<file path="src/hw/rtl/mstc_pkg.sv">
package mstc_pkg;

  localparam int NUM_TABLES = 512;
  localparam int TBL_AW = (NUM_TABLES > 1) ? $clog2(NUM_TABLES) : 1;

  // PRESENT S-box, entry i in bits 4i+3:4i
  localparam logic [63:0] SBOX_PACKED = 64'h2174_8FE3_DA09_B65C;

  typedef logic [TBL_AW-1:0] tbl_addr_t;

  typedef enum logic {
    OP_PRECOMPUTE = 1'b0,
    OP_EVALUATE   = 1'b1
  } opcode_t;

  typedef struct packed {
    opcode_t     opcode;
    logic [8:0]  table_index;
    logic [3:0]  share_zero;
    logic [3:0]  share_one;
    logic [3:0]  share_two;
    logic [3:0]  pre_share_a;
    logic [3:0]  pre_share_b;
    logic [1:0]  rand_v;
    logic [1:0]  rand_w;
    logic [7:0]  rand_r;
    logic [11:0] rand_gamma;
    logic [15:0] rand_y2;
  } in_item_t;

  typedef struct packed {
    logic [3:0] out_share_zero;
    logic [3:0] out_share_one;
    logic [3:0] out_share_two;
  } out_item_t;

  // One stored table set; pre_share holds share a in 3:0, share b in 7:4
  typedef struct packed {
    logic [15:0] tab;
    logic [7:0]  r;
    logic [1:0]  w;
    logic [11:0] gamma;
    logic [7:0]  pre_share;
  } entry_t;

  typedef struct packed {
    logic [3:0]  share_zero;
    logic [3:0]  share_one;
    logic [3:0]  share_two;
    logic [1:0]  v_s;
    logic [15:0] y2;
    entry_t      entry;
  } eval_req_t;

  function automatic logic [3:0] sb(input logic [1:0] hi, input logic [1:0] lo);
    return SBOX_PACKED[{hi, lo, 2'b00} +: 4];
  endfunction

  function automatic logic [1:0] rval(input logic [7:0] rr, input logic [1:0] k);
    return rr[{k, 1'b0} +: 2];
  endfunction

  // gamma[2] plus gamma[i] for each set bit i of the index
  function automatic logic [3:0] mask_sum(input logic [1:0] idx, input logic [11:0] g);
    logic [3:0] acc;
    acc = g[11:8];
    if (idx[0]) acc = acc ^ g[3:0];
    if (idx[1]) acc = acc ^ g[7:4];
    return acc;
  endfunction

  function automatic logic [15:0] build_table(
    input logic [3:0]  pa,
    input logic [3:0]  pb,
    input logic [1:0]  v,
    input logic [1:0]  w,
    input logic [7:0]  rr,
    input logic [11:0] g
  );
    logic [15:0] tab;
    logic [1:0]  sh;
    logic [1:0]  b;
    logic [3:0]  acc;
    tab = '0;
    sh = pa[3:2] ^ v ^ pb[3:2];
    for (int a = 0; a < 4; a++) begin
      b = 2'(a) ^ sh;
      acc = mask_sum(b, g);
      for (int k = 0; k < 4; k++) begin
        acc = acc ^ sb(2'(a) ^ rval(rr, 2'(k) ^ w) ^ v, pa[1:0] ^ 2'(k));
      end
      tab[{b, 2'b00} +: 4] = acc;
    end
    return tab;
  endfunction

endpackage

</file>
<file path="src/hw/rtl/mstc_eval.sv">
module mstc_eval import mstc_pkg::*; (
  input  logic      clk,
  input  logic      rst_n,
  input  logic      req_valid,
  output logic      req_ready,
  input  eval_req_t req,
  output logic      out_valid,
  input  logic      out_stall,
  output out_item_t out_item
);

  typedef struct packed {
    logic [15:0] tab;
    logic [7:0]  rr;
    logic [11:0] g;
    logic [15:0] y2;
    logic [1:0]  hi3;
    logic [1:0]  lo3;
    logic [1:0]  it;
    logic [1:0]  sh;
    logic [1:0]  hi_a;
    logic [1:0]  hi_b;
    logic [1:0]  vs;
    logic [1:0]  m0;
  } s2_t;

  typedef struct packed {
    logic [15:0] t2;
    logic [3:0]  out0;
    logic [3:0]  y2sel;
    logic [1:0]  vs;
  } s3_t;

  s2_t       s2_r, s2_nxt;
  s3_t       s3_r, s3_nxt;
  out_item_t out_r, out_nxt;
  logic      s2_v_r, s3_v_r, out_v_r;
  logic      s2_rdy, s3_rdy, out_rdy;

  assign out_rdy   = !out_v_r || !out_stall;
  assign s3_rdy    = !s3_v_r || out_rdy;
  assign s2_rdy    = !s2_v_r || s3_rdy;
  assign req_ready = s2_rdy;

  // unmask the input and derive indexes
  always_comb begin
    logic [3:0] pa;
    logic [3:0] pb;
    logic [3:0] x3;
    pa = req.entry.pre_share[3:0];
    pb = req.entry.pre_share[7:4];
    x3 = req.share_zero ^ req.share_one ^ req.share_two ^ pa ^ pb;
    s2_nxt.tab  = req.entry.tab;
    s2_nxt.rr   = req.entry.r;
    s2_nxt.g    = req.entry.gamma;
    s2_nxt.y2   = req.y2;
    s2_nxt.hi3  = x3[3:2];
    s2_nxt.lo3  = x3[1:0];
    s2_nxt.it   = pa[1:0] ^ x3[1:0] ^ req.entry.w;
    s2_nxt.sh   = pa[1:0] ^ req.v_s ^ pb[1:0];
    s2_nxt.hi_a = pa[3:2];
    s2_nxt.hi_b = pb[3:2];
    s2_nxt.vs   = req.v_s;
    s2_nxt.m0   = x3[3:2] ^ rval(req.entry.r, pb[1:0] ^ x3[1:0] ^ req.entry.w);
  end

  // unpack and re-mask all four table entries
  always_comb begin
    logic [3:0][1:0] ra;
    logic [1:0]      b;
    logic [3:0]      acc;
    for (int a = 0; a < 4; a++) begin
      ra[a] = rval(s2_r.rr, s2_r.it ^ 2'(a));
    end
    s3_nxt.t2 = '0;
    for (int a = 0; a < 4; a++) begin
      b = 2'(a) ^ s2_r.sh;
      acc = s2_r.tab[{s2_r.hi3 ^ ra[a], 2'b00} +: 4] ^ s2_r.y2[{b, 2'b00} +: 4];
      for (int k = 0; k < 4; k++) begin
        if (k != a) begin
          acc = acc ^ sb(s2_r.hi3 ^ ra[a] ^ s2_r.hi_a ^ ra[k] ^ s2_r.hi_b,
                         s2_r.lo3 ^ 2'(k));
        end
      end
      s3_nxt.t2[{b, 2'b00} +: 4] = acc;
    end
    s3_nxt.out0  = mask_sum(s2_r.m0, s2_r.g);
    s3_nxt.y2sel = s2_r.y2[{s2_r.vs, 2'b00} +: 4];
    s3_nxt.vs    = s2_r.vs;
  end

  always_comb begin
    out_nxt.out_share_zero = s3_r.out0;
    out_nxt.out_share_one  = s3_r.y2sel;
    out_nxt.out_share_two  = s3_r.t2[{s3_r.vs, 2'b00} +: 4];
  end

  always_ff @(posedge clk) begin
    if (!rst_n) begin
      s2_v_r  <= 1'b0;
      s3_v_r  <= 1'b0;
      out_v_r <= 1'b0;
    end else begin
      if (s2_rdy) s2_v_r <= req_valid;
      if (s3_rdy) s3_v_r <= s2_v_r;
      if (out_rdy) out_v_r <= s3_v_r;
    end
  end

  always_ff @(posedge clk) begin
    if (req_valid && s2_rdy) s2_r <= s2_nxt;
    if (s2_v_r && s3_rdy) s3_r <= s3_nxt;
    if (s3_v_r && out_rdy) out_r <= out_nxt;
  end

  assign out_valid = out_v_r;
  assign out_item  = out_r;

endmodule

</file>
<file path="config.mk">
export PLATFORM = sky130hd
export DESIGN_NAME = mstc_eval
export DESIGN_NICKNAME = d
export VERILOG_FILES = /design/src/hw/rtl/mstc_pkg.sv /design/src/hw/rtl/mstc_eval.sv
export SDC_FILE = /design/constraint.sdc
export NUM_CORES = 1
export LEC_CHECK = 0
export ABC_AREA = 1
export BUFFER_PORTS_ARGS = -buffer_cell sky130_fd_sc_hd__buf_2
export CORE_UTILIZATION = 50
export CTS_CLUSTER_SIZE = 20
export DETAILED_ROUTE_END_ITERATION = 8
export GPL_TIMING_DRIVEN = 0
export PLACE_DENSITY = 0.69
export SLEW_MARGIN = 0
export SYNTH_ARGS = -nofsm -noshare
export SYNTH_HDL_FRONTEND = slang
export SYNTH_SLANG_ARGS = --single-unit
</file>
<file path="constraint.sdc">
create_clock -name clk -period 7.1 [get_ports clk]
set_clock_uncertainty 0.2 [all_clocks]
set_input_delay 1.065 -clock clk [delete_from_list [all_inputs] [get_ports clk]]
set_output_delay 1.065 -clock clk [all_outputs]
set_load 0.005 [all_outputs]
</file>
==> reports/summary.txt <==
Status -> finished, final reports clean
Vias per cell -> 5.409
PostCTS Resize Cnt -> 0
Hpwl dp -> 19.46 mm
Gp weighted congestion -> 0.9718
Initial Util -> 0.5137
Min-Delay Path Class -> reg -> reg
CP arrival -> 4270 ps
Synth area leaders -> edfxtp_1 (34%), nand2_1 (20%), nand3_1 (11%)
Total number of vias -> 8990
Mean Syn Cell Area -> 7.028 µm²
Number of global-route vias before repair -> 8077
Fmax -> 229.7 MHz
Leakage power -> 0.004986 µW
DRC -> 0
Drt total wl -> 24.90 mm
Crit path kind -> reg -> reg
Setup bufs post-CTS -> 0
CTS max path bufs -> 2
Core area -> 18090 µm²
Synth top cells by count -> nand2_1 (498), nand3_1 (201), edfxtp_1 (106), inv_1 (102), o21ai_0 (75)
Worst Tran Pin Value -> 1209 ps
CP required -> 7010 ps
Clock transition at path regs -> 80 ps
Drt wl/cell -> 14.98 µm
Clock root cell -> clkbuf_16
Ant diodes -> 0
Fin cells -> 1662
Worst hold slack -> 226.1 ps
Ys Warns -> 0
Syn Std Cell Area -> 9291 µm²
Io pins -> 94
Final Hold Violating Endpoints -> 0
Maximum VDD drop -> 178.3 µV
CTS buffer count -> 9
Sink Count -> 109
Initial DRC count -> 751
Final setup violation count -> 0
Main flop type after synthesis -> edfxtp_1
Netlist cell types -> 43
First-pass GRT wire length -> 40.17 mm
Pins Over Slew Limit -> 0
Initial antenna violation count -> 0
Area Growth Syn to Fin -> 11.74%
Die area -> 19130 µm²
Total grt overflow -> 0
Final setup margin -> 2747 ps
H-Tree Depth -> 3
Unrepaired setup endpoints after global routing -> false
Ratio of cells with drive above 1 in the final layout -> 0.1647
Top-count cell post-synth -> nand2_1
Port-buffer cells -> 93
Die X -> 138.3 µm
Pre-CTS setup slack -> 2823 ps
Sequential fraction of the synthesis area -> 0.3490
Power, Total -> 3679 µW
Post-synth EDFFs -> 106
Pin count of the biggest net entering global routing -> 38
Crit Path Max Fanout -> 11
Gate Count Post-Synth -> 1322
Slew HR -> 0.1940
Row count -> 49
Setup TNS -> 0 ps
First-pass detailed-route iteration total -> 9
Minimum clock period -> 4353 ps
Area share of the largest cell type after synthesis -> 0.3426
Yosys top cell by area -> edfxtp_1
Synth Register Bits -> 109
Clock Latency Late Sink -> 350 ps
Pwr Density -> 354.4 nW/µm²
Max Cap Viol -> 0
Tcrit/Tclk final -> 0.6131
CTS Hold Bufs -> 0
Die Height -> 138.3 µm
GR Util All Layers -> 0.2637
Placed insts -> 1646
CTS tree -> built
Post-route ant nets -> 0
Fin nets -> 1523
Critical path launch point type -> flip-flop
Crit. End Element -> flip-flop
Ys async rst share -> 0
Synth Net Count -> 1417
-- worst max-delay path, cell delays in order (launching register included) --
cell and delay [ps]:
edfxtp_1 650, clkinv_1 540, ha_1 380, clkbuf_1 250
nor2_1 570, inv_1 300, nand3_1 160, nand3_1 100
nand2_1 80, nand2_1 40, nand2_1 150, inv_1 60
nand2_1 60, nand2_1 160, nand3_1 120, nand2_1 70
nand2_1 60, nand2_1 50, nand2_1 60, nand2_1 60
-- worst paths after layout --
path | cells after the start | slack, ps | from | end
worst max-delay path | 19 | 2750 | s2_r[12]$_DFFE_PP_ | s3_r[18]$_DFFE_PP_
worst min-delay path | 0 | 230 | out_nxt[4]$_DFFE_PP_ | out_item[4]$_DFFE_PP_
worst max register to register | 19 | 2750 | s2_r[12]$_DFFE_PP_ | s3_r[18]$_DFFE_PP_
worst min register to register | 0 | 230 | out_nxt[4]$_DFFE_PP_ | out_item[4]$_DFFE_PP_
-- flip-flops by register name, indices dropped and copies added, names as in the netlist --
signal     cells
s2_v_r         1
out_nxt        8
s2_r          68
out_valid      1
s3_r          18
out_item      12
s3_v_r         1
-- cells in the final DEF, fill, tap and decap left out, types with 2 or more instances in the layout --
cell	n
o22ai_1	4
a21oi_1	25
o211ai_1	12
buf_2	100
edfxtp_1	106
nand2_2	49
clkinvlp_4	2
inv_2	10
buf_4	3
buf_6	5
inv_1	102
nand2_4	9
clkbuf_1	17
xor2_1	26
a21oi_2	2
nor4_1	6
nor2_1	22
nand4_1	15
clkbuf_16	9
o21ai_0	75
inv_8	2
nor3_1	5
clkinv_1	6
o21ai_1	19
ha_1	15
xnor2_1	34
nand3_2	23
nand3_1	201
nand2_1	498
inv_4	4
dfxtp_1	3
xor2_2	5
inv_6	2
-- through the flow --
stage	area, µm²	utilization
2_1_floorplan	9291	-
3_3_place_gp	10040	0.5553
3_5_place_dp	10100	0.5584
4_1_cts	10380	0.5741
5_1_grt	10380	0.5741
6_report	10380	0.5741
-- final cells by class --
cell class              count  area [µm²]
clock buffers              10       229.0
flip-flops and latches    109        3243
plain buffers              32       177.7
multi-input cells        1057        5396
inverters                 124       481.7
clock inverters             6       55.05
well taps                 229       286.5
fillers                  1720        7704
repair buffers             95       513.0
-- logic make-up (layout without fill, tap and decap cells) --
group                    after synthesis  after routing  share of synthesized area
XOR/XNOR                              66             66                    0.06706
AO/OA/AOI/OAI                        143            143                    0.08443
AND/OR/NAND/NOR                      833            833                     0.4083
adder cells (fa/ha/maj)               15             15                    0.02020
flip-flops                           109            109                     0.3490
buffers and inverters                156            267                    0.07097
-- report_power, final --
group / switching (µW) / internal [µW]
Clock: 243 / 245
Sequential: 34.2 / 776
Combinational: 1640 / 742
-- routing by layer --
layer / GRT usage / up-vias / share of wire
met1: 0.3554 / 4045 / 0.45
met3: 0.04191 / 30 / 0.061
met2: 0.4355 / 317 / 0.46
li1: - / 4598 / -
met5: 0 / - / 0
met4: 0.08102 / 0 / 0.020
Power figures use the tool's default switching activity.
